$ cat config.mk
export PLATFORM = sky130hd
export DESIGN_NAME = stack_load_bubble_sorter
export DESIGN_NICKNAME = d
export VERILOG_FILES = /design/src/rtl/slbs_pkg.sv /design/src/rtl/slbs_front.sv /design/src/rtl/slbs_queue.sv /design/src/rtl/slbs_back.sv /design/src/rtl/stack_load_bubble_sorter.sv
export SDC_FILE = /design/constraint.sdc
export NUM_CORES = 2
export LEC_CHECK = 0
export ABC_AREA = 1
export BUFFER_PORTS_ARGS = -buffer_cell sky130_fd_sc_hd__buf_2
export CAP_MARGIN = 5
export CORE_ASPECT_RATIO = 1.5
export CORE_MARGIN = 3
export CORE_UTILIZATION = 30
export DETAILED_ROUTE_END_ITERATION = 6
export SLEW_MARGIN = 20
export SYNTH_ARGS = -nofsm -noshare
export SYNTH_HDL_FRONTEND = slang
export SYNTH_SLANG_ARGS = --single-unit
$ cat constraint.sdc
create_clock -name aclk -period 5.28 [get_ports aclk]
set_input_delay 1.056 -clock aclk [delete_from_list [all_inputs] [get_ports aclk]]
set_output_delay 1.056 -clock aclk [all_outputs]
set_load 0.02 [all_outputs]
$ cat src/rtl/slbs_pkg.sv
// Shared types and constants of the stack-load bubble sorter.
// No dependencies; used by every module of the block.
`default_nettype none
package slbs_pkg;

    localparam int DEPTH    = 16;
    localparam int DATA_W   = 32;
    localparam int POS_W    = 6;
    localparam int CNT_W    = $clog2(DEPTH + 1);
    localparam int IDX_W    = $clog2(DEPTH);
    localparam int QDEPTH   = 2;
    localparam int QPTR_W   = $clog2(QDEPTH);
    localparam int QCNT_W   = $clog2(QDEPTH + 1);
    localparam int PADDR_W  = 3;
    localparam int PDATA_W  = 32;

    localparam logic REG_SORT_DESC = 1'b0;

    typedef enum logic [1:0] {
        CMD_PUSH,
        CMD_PUSH_LAST,
        CMD_DROP,
        CMD_DROP_LAST
    } cmd_kind_t;

    typedef struct packed {
        logic signed [DATA_W-1:0] value;
        cmd_kind_t                kind;
    } cmd_t;

    typedef enum logic [1:0] {
        ST_LOAD,
        ST_SORT,
        ST_EMIT
    } back_state_t;

    typedef struct packed {
        back_state_t      state;
        logic [CNT_W-1:0] count;
    } back_status_t;

endpackage
`default_nettype wire

$ cat src/rtl/slbs_front.sv
// Front end: accepts requests and classifies each as push or drop, last or not.
// Depends on slbs_pkg; feeds slbs_queue.
`default_nettype none
module slbs_front (
    input  wire logic                               aclk,
    input  wire logic                               aresetn,
    input  wire logic                               s_valid,
    output logic                                    s_ready,
    input  wire logic signed [slbs_pkg::DATA_W-1:0] s_value,
    input  wire logic                               s_last,
    input  wire logic                               q_full,
    output logic                                    q_push,
    output slbs_pkg::cmd_t                          q_cmd
);

    logic [slbs_pkg::CNT_W-1:0] fill_reg;
    logic [slbs_pkg::CNT_W-1:0] fill_next;
    logic                       full;

    assign full    = (fill_reg == slbs_pkg::CNT_W'(slbs_pkg::DEPTH));
    assign s_ready = !q_full;
    assign q_push  = s_valid && s_ready;

    always_comb begin
        q_cmd.value = s_value;
        unique case ({full, s_last})
            2'b00:   q_cmd.kind = slbs_pkg::CMD_PUSH;
            2'b01:   q_cmd.kind = slbs_pkg::CMD_PUSH_LAST;
            2'b10:   q_cmd.kind = slbs_pkg::CMD_DROP;
            default: q_cmd.kind = slbs_pkg::CMD_DROP_LAST;
        endcase
    end

    always_comb begin
        fill_next = fill_reg;
        if (q_push) begin
            if (s_last) begin
                fill_next = '0;
            end else if (!full) begin
                fill_next = fill_reg + slbs_pkg::CNT_W'(1);
            end
        end
    end

    always_ff @(posedge aclk) begin
        if (!aresetn) begin
            fill_reg <= '0;
        end else begin
            fill_reg <= fill_next;
        end
    end

endmodule
`default_nettype wire

$ cat src/rtl/slbs_queue.sv
// Short command queue between front and back ends.
// Depends on slbs_pkg.
`default_nettype none
module slbs_queue (
    input  wire logic           aclk,
    input  wire logic           aresetn,
    input  wire logic           push,
    input  wire slbs_pkg::cmd_t push_cmd,
    output logic                full,
    input  wire logic           pop,
    output slbs_pkg::cmd_t      pop_cmd,
    output logic                empty
);

    slbs_pkg::cmd_t               mem [slbs_pkg::QDEPTH];
    logic [slbs_pkg::QPTR_W-1:0]  wr_ptr_reg;
    logic [slbs_pkg::QPTR_W-1:0]  rd_ptr_reg;
    logic [slbs_pkg::QCNT_W-1:0]  level_reg;
    logic [slbs_pkg::QCNT_W-1:0]  level_next;
    logic                         do_push;
    logic                         do_pop;

    assign full    = (level_reg == slbs_pkg::QCNT_W'(slbs_pkg::QDEPTH));
    assign empty   = (level_reg == '0);
    assign do_push = push && !full;
    assign do_pop  = pop && !empty;
    assign pop_cmd = mem[rd_ptr_reg];

    always_comb begin
        level_next = level_reg;
        if (do_push && !do_pop) begin
            level_next = level_reg + slbs_pkg::QCNT_W'(1);
        end else if (do_pop && !do_push) begin
            level_next = level_reg - slbs_pkg::QCNT_W'(1);
        end
    end

    always_ff @(posedge aclk) begin
        if (do_push) begin
            mem[wr_ptr_reg] <= push_cmd;
        end
    end

    always_ff @(posedge aclk) begin
        if (!aresetn) begin
            wr_ptr_reg <= '0;
            rd_ptr_reg <= '0;
            level_reg  <= '0;
        end else begin
            level_reg <= level_next;
            if (do_push) begin
                wr_ptr_reg <= wr_ptr_reg + slbs_pkg::QPTR_W'(1);
            end
            if (do_pop) begin
                rd_ptr_reg <= rd_ptr_reg + slbs_pkg::QPTR_W'(1);
            end
        end
    end

endmodule
`default_nettype wire

$ cat src/rtl/slbs_back.sv
// Back end: stack of cells, odd-even compare-and-swap rounds, emission from the top.
// Depends on slbs_pkg; drains slbs_queue.
`default_nettype none
module slbs_back (
    input  wire logic                               aclk,
    input  wire logic                               aresetn,
    input  wire logic                               sort_desc,
    input  wire logic                               q_empty,
    input  wire slbs_pkg::cmd_t                     q_cmd,
    output logic                                    q_pop,
    output logic                                    m_valid,
    input  wire logic                               m_ready,
    output logic signed [slbs_pkg::DATA_W-1:0]      m_sorted_value,
    output logic        [slbs_pkg::POS_W-1:0]       m_position,
    output logic                                    m_final_res,
    output logic                                    m_overflowed,
    output slbs_pkg::back_status_t                  status
);

    slbs_pkg::back_state_t             state_reg;
    slbs_pkg::back_state_t             state_next;
    logic signed [slbs_pkg::DATA_W-1:0] slot_reg  [slbs_pkg::DEPTH];
    logic signed [slbs_pkg::DATA_W-1:0] sort_slots[slbs_pkg::DEPTH];
    logic [slbs_pkg::CNT_W-1:0]        count_reg;
    logic [slbs_pkg::IDX_W-1:0]        round_reg;
    logic [slbs_pkg::IDX_W-1:0]        pos_reg;
    logic                              dropped_reg;
    logic                              is_push;
    logic                              is_last;
    logic                              sort_done;
    logic                              emit_done;
    logic                              emit_take;

    always_comb begin
        is_push = 1'b0;
        is_last = 1'b0;
        unique case (q_cmd.kind)
            slbs_pkg::CMD_PUSH:      is_push = 1'b1;
            slbs_pkg::CMD_PUSH_LAST: begin
                is_push = 1'b1;
                is_last = 1'b1;
            end
            slbs_pkg::CMD_DROP:      is_push = 1'b0;
            default:                 is_last = 1'b1;
        endcase
    end

    assign sort_done = (slbs_pkg::CNT_W'(round_reg) == count_reg - slbs_pkg::CNT_W'(1));
    assign emit_done = (slbs_pkg::CNT_W'(pos_reg) == count_reg - slbs_pkg::CNT_W'(1));

    // next state
    always_comb begin
        state_next = state_reg;
        unique case (state_reg)
            slbs_pkg::ST_LOAD: begin
                if (!q_empty && is_last) begin
                    state_next = slbs_pkg::ST_SORT;
                end
            end
            slbs_pkg::ST_SORT: begin
                if (sort_done) begin
                    state_next = slbs_pkg::ST_EMIT;
                end
            end
            slbs_pkg::ST_EMIT: begin
                if (m_ready && emit_done) begin
                    state_next = slbs_pkg::ST_LOAD;
                end
            end
            default: state_next = slbs_pkg::ST_LOAD;
        endcase
    end

    // outputs
    always_comb begin
        q_pop   = 1'b0;
        m_valid = 1'b0;
        unique case (state_reg)
            slbs_pkg::ST_LOAD: q_pop   = !q_empty;
            slbs_pkg::ST_SORT: q_pop   = 1'b0;
            slbs_pkg::ST_EMIT: m_valid = 1'b1;
            default:           q_pop   = 1'b0;
        endcase
    end

    assign emit_take      = m_valid && m_ready;
    assign m_sorted_value = slot_reg[0];
    assign m_position     = slbs_pkg::POS_W'(pos_reg);
    assign m_final_res    = emit_done;
    assign m_overflowed   = dropped_reg;
    assign status.state   = state_reg;
    assign status.count   = count_reg;

    // one compare-and-swap round over disjoint neighbour pairs
    always_comb begin
        for (int k = 0; k < slbs_pkg::DEPTH; k++) begin
            sort_slots[k] = slot_reg[k];
        end
        for (int k = 0; k < slbs_pkg::DEPTH - 1; k++) begin
            if ((1'(k) == round_reg[0]) &&
                (slbs_pkg::CNT_W'(k + 1) < count_reg) &&
                (sort_desc ? (slot_reg[k+1] > slot_reg[k])
                           : (slot_reg[k] > slot_reg[k+1]))) begin
                sort_slots[k]   = slot_reg[k+1];
                sort_slots[k+1] = slot_reg[k];
            end
        end
    end

    always_ff @(posedge aclk) begin
        if (q_pop && is_push) begin
            slot_reg[0] <= q_cmd.value;
            for (int k = 1; k < slbs_pkg::DEPTH; k++) begin
                slot_reg[k] <= slot_reg[k-1];
            end
        end else if (state_reg == slbs_pkg::ST_SORT) begin
            for (int k = 0; k < slbs_pkg::DEPTH; k++) begin
                slot_reg[k] <= sort_slots[k];
            end
        end else if (emit_take) begin
            for (int k = 0; k < slbs_pkg::DEPTH - 1; k++) begin
                slot_reg[k] <= slot_reg[k+1];
            end
        end
    end

    always_ff @(posedge aclk) begin
        if (!aresetn) begin
            state_reg   <= slbs_pkg::ST_LOAD;
            count_reg   <= '0;
            dropped_reg <= 1'b0;
            round_reg   <= '0;
            pos_reg     <= '0;
        end else begin
            state_reg <= state_next;
            if (q_pop) begin
                if (is_push) begin
                    count_reg <= count_reg + slbs_pkg::CNT_W'(1);
                end else begin
                    dropped_reg <= 1'b1;
                end
                round_reg <= '0;
                pos_reg   <= '0;
            end
            if (state_reg == slbs_pkg::ST_SORT) begin
                round_reg <= round_reg + slbs_pkg::IDX_W'(1);
            end
            if (emit_take) begin
                pos_reg <= pos_reg + slbs_pkg::IDX_W'(1);
                if (emit_done) begin
                    count_reg   <= '0;
                    dropped_reg <= 1'b0;
                end
            end
        end
    end

endmodule
`default_nettype wire

$ cat src/rtl/stack_load_bubble_sorter.sv
// Top level of the stack-load bubble sorter: APB register, front end, queue, back end.
// Depends on slbs_pkg, slbs_front, slbs_queue and slbs_back.
//
//  port group | role        | handshake              | payload
//  s_*        | numbers in  | s_valid / s_ready      | s_value, s_last
//  m_*        | results out | m_valid / m_ready      | m_sorted_value, m_position,
//             |             |                        | m_final_res, m_overflowed
//  p*         | register    | psel, penable, pwrite  | paddr, pwdata, prdata
//
// Numbers load from the queue into the stack cells one per cycle while the queue is not empty.
// A set of n numbers then takes n compare-and-swap rounds of the cell row, and
// results leave one per cycle while m_ready is high.
// The two-entry queue takes up to two numbers while the back end sorts or emits;
// s_ready then stays low until loading resumes.
// Reset clears the queue, count, flag and direction; the cells need no reset.
`default_nettype none
module stack_load_bubble_sorter (
    input  wire logic                                aclk,
    input  wire logic                                aresetn,
    input  wire logic                                s_valid,
    output logic                                     s_ready,
    input  wire logic signed [slbs_pkg::DATA_W-1:0]  s_value,
    input  wire logic                                s_last,
    output logic                                     m_valid,
    input  wire logic                                m_ready,
    output logic signed [slbs_pkg::DATA_W-1:0]       m_sorted_value,
    output logic        [slbs_pkg::POS_W-1:0]        m_position,
    output logic                                     m_final_res,
    output logic                                     m_overflowed,
    input  wire logic                                psel,
    input  wire logic                                penable,
    input  wire logic                                pwrite,
    input  wire logic [slbs_pkg::PADDR_W-1:0]        paddr,
    input  wire logic [slbs_pkg::PDATA_W-1:0]        pwdata,
    output logic      [slbs_pkg::PDATA_W-1:0]        prdata,
    output logic                                     pready
);

    logic                   sort_desc_reg;
    logic                   reg_sel;
    logic                   q_push;
    logic                   q_full;
    logic                   q_pop;
    logic                   q_empty;
    slbs_pkg::cmd_t         push_cmd;
    slbs_pkg::cmd_t         pop_cmd;
    slbs_pkg::back_status_t back_status;

    assign pready  = 1'b1;
    assign reg_sel = (paddr[slbs_pkg::PADDR_W-1] == slbs_pkg::REG_SORT_DESC);
    assign prdata  = reg_sel ? {{(slbs_pkg::PDATA_W-1){1'b0}}, sort_desc_reg} : '0;

    always_ff @(posedge aclk) begin
        if (!aresetn) begin
            sort_desc_reg <= 1'b0;
        end else if (psel && penable && pwrite && pready && reg_sel) begin
            sort_desc_reg <= pwdata[0];
        end
    end

    slbs_front u_front (
        .aclk    (aclk),
        .aresetn (aresetn),
        .s_valid (s_valid),
        .s_ready (s_ready),
        .s_value (s_value),
        .s_last  (s_last),
        .q_full  (q_full),
        .q_push  (q_push),
        .q_cmd   (push_cmd)
    );

    slbs_queue u_queue (
        .aclk     (aclk),
        .aresetn  (aresetn),
        .push     (q_push),
        .push_cmd (push_cmd),
        .full     (q_full),
        .pop      (q_pop),
        .pop_cmd  (pop_cmd),
        .empty    (q_empty)
    );

    slbs_back u_back (
        .aclk           (aclk),
        .aresetn        (aresetn),
        .sort_desc      (sort_desc_reg),
        .q_empty        (q_empty),
        .q_cmd          (pop_cmd),
        .q_pop          (q_pop),
        .m_valid        (m_valid),
        .m_ready        (m_ready),
        .m_sorted_value (m_sorted_value),
        .m_position     (m_position),
        .m_final_res    (m_final_res),
        .m_overflowed   (m_overflowed),
        .status         (back_status)
    );

    a_emit_nonempty: assert property (@(posedge aclk) disable iff (!aresetn)
        m_valid |-> (back_status.count != '0))
        else $error("result shown with an empty stack");

    a_emit_in_order: assert property (@(posedge aclk) disable iff (!aresetn)
        (m_valid && m_ready && !m_final_res) |=>
            (m_valid && (sort_desc_reg ? ($past(m_sorted_value) >= m_sorted_value)
                                       : ($past(m_sorted_value) <= m_sorted_value))))
        else $error("results out of sorted order");

    a_position_steps: assert property (@(posedge aclk) disable iff (!aresetn)
        (m_valid && m_ready && !m_final_res) |=>
            (m_position == slbs_pkg::POS_W'($past(m_position) + slbs_pkg::POS_W'(1))))
        else $error("position did not advance by one");

    a_run_ends: assert property (@(posedge aclk) disable iff (!aresetn)
        (m_valid && m_ready && m_final_res) |=> !m_valid)
        else $error("result shown after the final one");

endmodule
`default_nettype wire

==> run_results.csv <==
group,metric,value,unit
run_status,status,"completed",
worst_setup_path,start_kind,"register",
drt,post_drt_wl_per_cell,15.5,µm
sta,setup_violations,0,
min_path,holdCritPathClass,"register to register",
drt,wirelength,123000,µm
clock_tree,cts.reportedPaths.clkPinSlew,60,ps
layout,seq_area,18000,µm²
floorplan,die_x,326,µm
worst_setup_path,end_kind,"register",
clock_tree,cts_buffers,74,
layout,largest_reg_flops,512,
synthesis,synthMostInstantiatedCell,"nand2_1",
synthesis,synth_edf_count,580,
layout,utilization,33.1,%
placement,place_inst,7789,
synthesis,syn_avg_cell_area,7.77,µm²
clock_tree,post-cts-setup-buffers,0,
drt,vias_per_cell,4.92,
synthesis,yosysWarnings,0,
sta,skew,30.1,ps
drt,antenna_left,0,
layout,fin_cells,7926,
synthesis,synth_top_area_share,37.7,%
clock_tree,cts.sinks,607,
sta,drv_slew,0,
synthesis,synth.distinct_cells,51,
global_routing,grt_max_degree,131,
sta,fin_crit,4120,ps
worst_setup_path,worstSetupPathType,"register to register",
synthesis,synthTopCellsByArea,"edfxtp_1, nand2_1, ha_1",
synthesis,synth_area,46200,µm²
layout,fill_cells,15900,
synthesis,synth_common_cells,"nand2_1, inv_1, edfxtp_1",
placement,io_buffers,82,
layout,area_delta_synth_final,9.14,%
placement,place_hpwl,91700,µm
floorplan,rows,175,
power_and_ir_drop,peakVddDrop,0.358,mV
floorplan,io_pins,150,
worst_setup_path,worst_ep_arrival_time,4650,ps
layout,diodes,0,
clock_tree,root_buffer,"clkbuf_16",
global_routing,grt_usage,15.2,%
sta,whs,462,ps
sta,fin_crit_sh,78.1,%
drt,drc,0,
synthesis,syn_inst,5938,
power_and_ir_drop,power_density,626,nW/µm²
clock_tree,cts-resized-gates,0,
global_routing,grt_overflow,0,
clock_tree,h-tree-depth,3,
sta,worst_pin_slew,1100,ps
worst_setup_path,worstPathMaxFanout,33,
drt,drt_iter0_drc,2146,
global_routing,grt_pass1_wl,199000,µm
layout,drive_above_1_share,6.23,%
synthesis,synth.ff_latch_count,607,
floorplan,core_area,152000,µm²
synthesis,synth_area_leader_cell,"edfxtp_1",
drt,vias,39000,
layout,final_nets,6394,
placement,gp_congestion,0.883,
global_routing,first_global_vias,38700,
synthesis,synthArstFlopShare,0,%
sta,setup_slack,1160,ps
clock_tree,cts_hold_buf,0,
synthesis,synth_ff_type,"edfxtp_1",
synthesis,seq_area_frac_synth,38.9,%
sta,relSlewSlack,26.1,%
clock_tree,insertion_delay,670,ps
sta,finalSetupTns,0,ps
worst_setup_path,regToRegSetupSlack,1160,ps
sta,rsz0062_at_grt,"no",
clock_tree,cts_tree,"yes",
placement,place_ws,1170,ps
worst_setup_path,required,5810,ps
floorplan,die-area,159000,µm²
layout,multi_input_area,23900,µm²
floorplan,dieHeight,486,µm
clock_tree,clockBufferDepth,3,
job,drv_cap,0,
global_routing,antenna_found_initial,1,
sta,clock.fmax,0.243,GHz
floorplan,start_util,30.3,%
drt,dr.pass1.iters,6,
power_and_ir_drop,leakage,23.0,nW
sta,hold_viol,0,
-- worst paths after layout --
kind / from / to / depth (start not counted)
worst min-delay path: u_queue.rd_ptr_reg / u_queue.rd_ptr_reg / 1
worst max-delay path: u_back.slot_reg[0][139] / u_back.slot_reg[0][134] / 15
worst min register to register: u_queue.rd_ptr_reg / u_queue.rd_ptr_reg / 1
worst max register to register: u_back.slot_reg[0][139] / u_back.slot_reg[0][134] / 15
-- layer usage --
metal / part of all wire, % / global-route usage, % / vias up
met5: 0 / 0 / -
met4: 3.5 / 6.15 / 0
met3: 4.1 / 1.90 / 223
met2: 52 / 28.8 / 816
met1: 40 / 17.0 / 18100
li1: - / - / 19900
-- per-stage QoR --
stage	cell area [µm²]	total power [W]
global placement	48000	0.0259
global route	50400	0.0346
floorplan	46300	0.0221
finish	50400	0.0315
detailed placement	48000	0.0265
CTS	50400	0.0318
-- report_power, final --
group          switching, W  internal (W)  leakage [nW]
Clock               0.00216       0.00296          1.14
Sequential          0.00206       0.00863          5.71
Combinational        0.0106       0.00509          16.1
-- layout make-up --
type	instances	share of cell area, %
clock buffers	93	3.94
clock inverters	43	0.725
inverters	707	5.28
multi-input cells	4288	47.4
flip-flops and latches	607	35.6
well taps	2035	5.05
repair buffers	153	2.00
-- cells by family after synthesis --
family / count (synthesis) / synth area share, %
AO/OA/AOI/OAI: 838 / 10.3
XOR/XNOR: 12 / 0.228
adder cells (fa/ha/maj): 488 / 13.2
buffers and inverters: 1075 / 10.1
flip-flops: 607 / 38.9
other: 2 / 0.0163
AND/OR/NAND/NOR: 2916 / 27.2
-- worst max-delay path, cell delays in order, from the launching register on --
cell	delay, ps
edfxtp_1	420
inv_1	160
ha_1	280
a21oi_1	160
nand2_1	80
a21oi_1	250
nand2_1	190
nand2_1	120
nand3_1	100
nand2_1	100
nand2_2	380
nand3_1	260
nand2_2	420
o21ai_4	830
nand2_1	120
nand2_1	90
-- cell usage in the layout, fill, tap and decap left out, drive strengths merged, types with 27 or more instances in the layout --
master / instances
buf: 153
clkinv: 33
dfxtp: 27
a21oi: 255
nand2: 1750
nand3: 384
inv: 707
conb: 34
edfxtp: 580
o21ai: 300
clkbuf: 93
a22oi: 64
nor2: 441
a31oi: 40
ha: 488
nand4: 303
o21bai: 36
o22ai: 97
(Power assumes the default switching activity.)
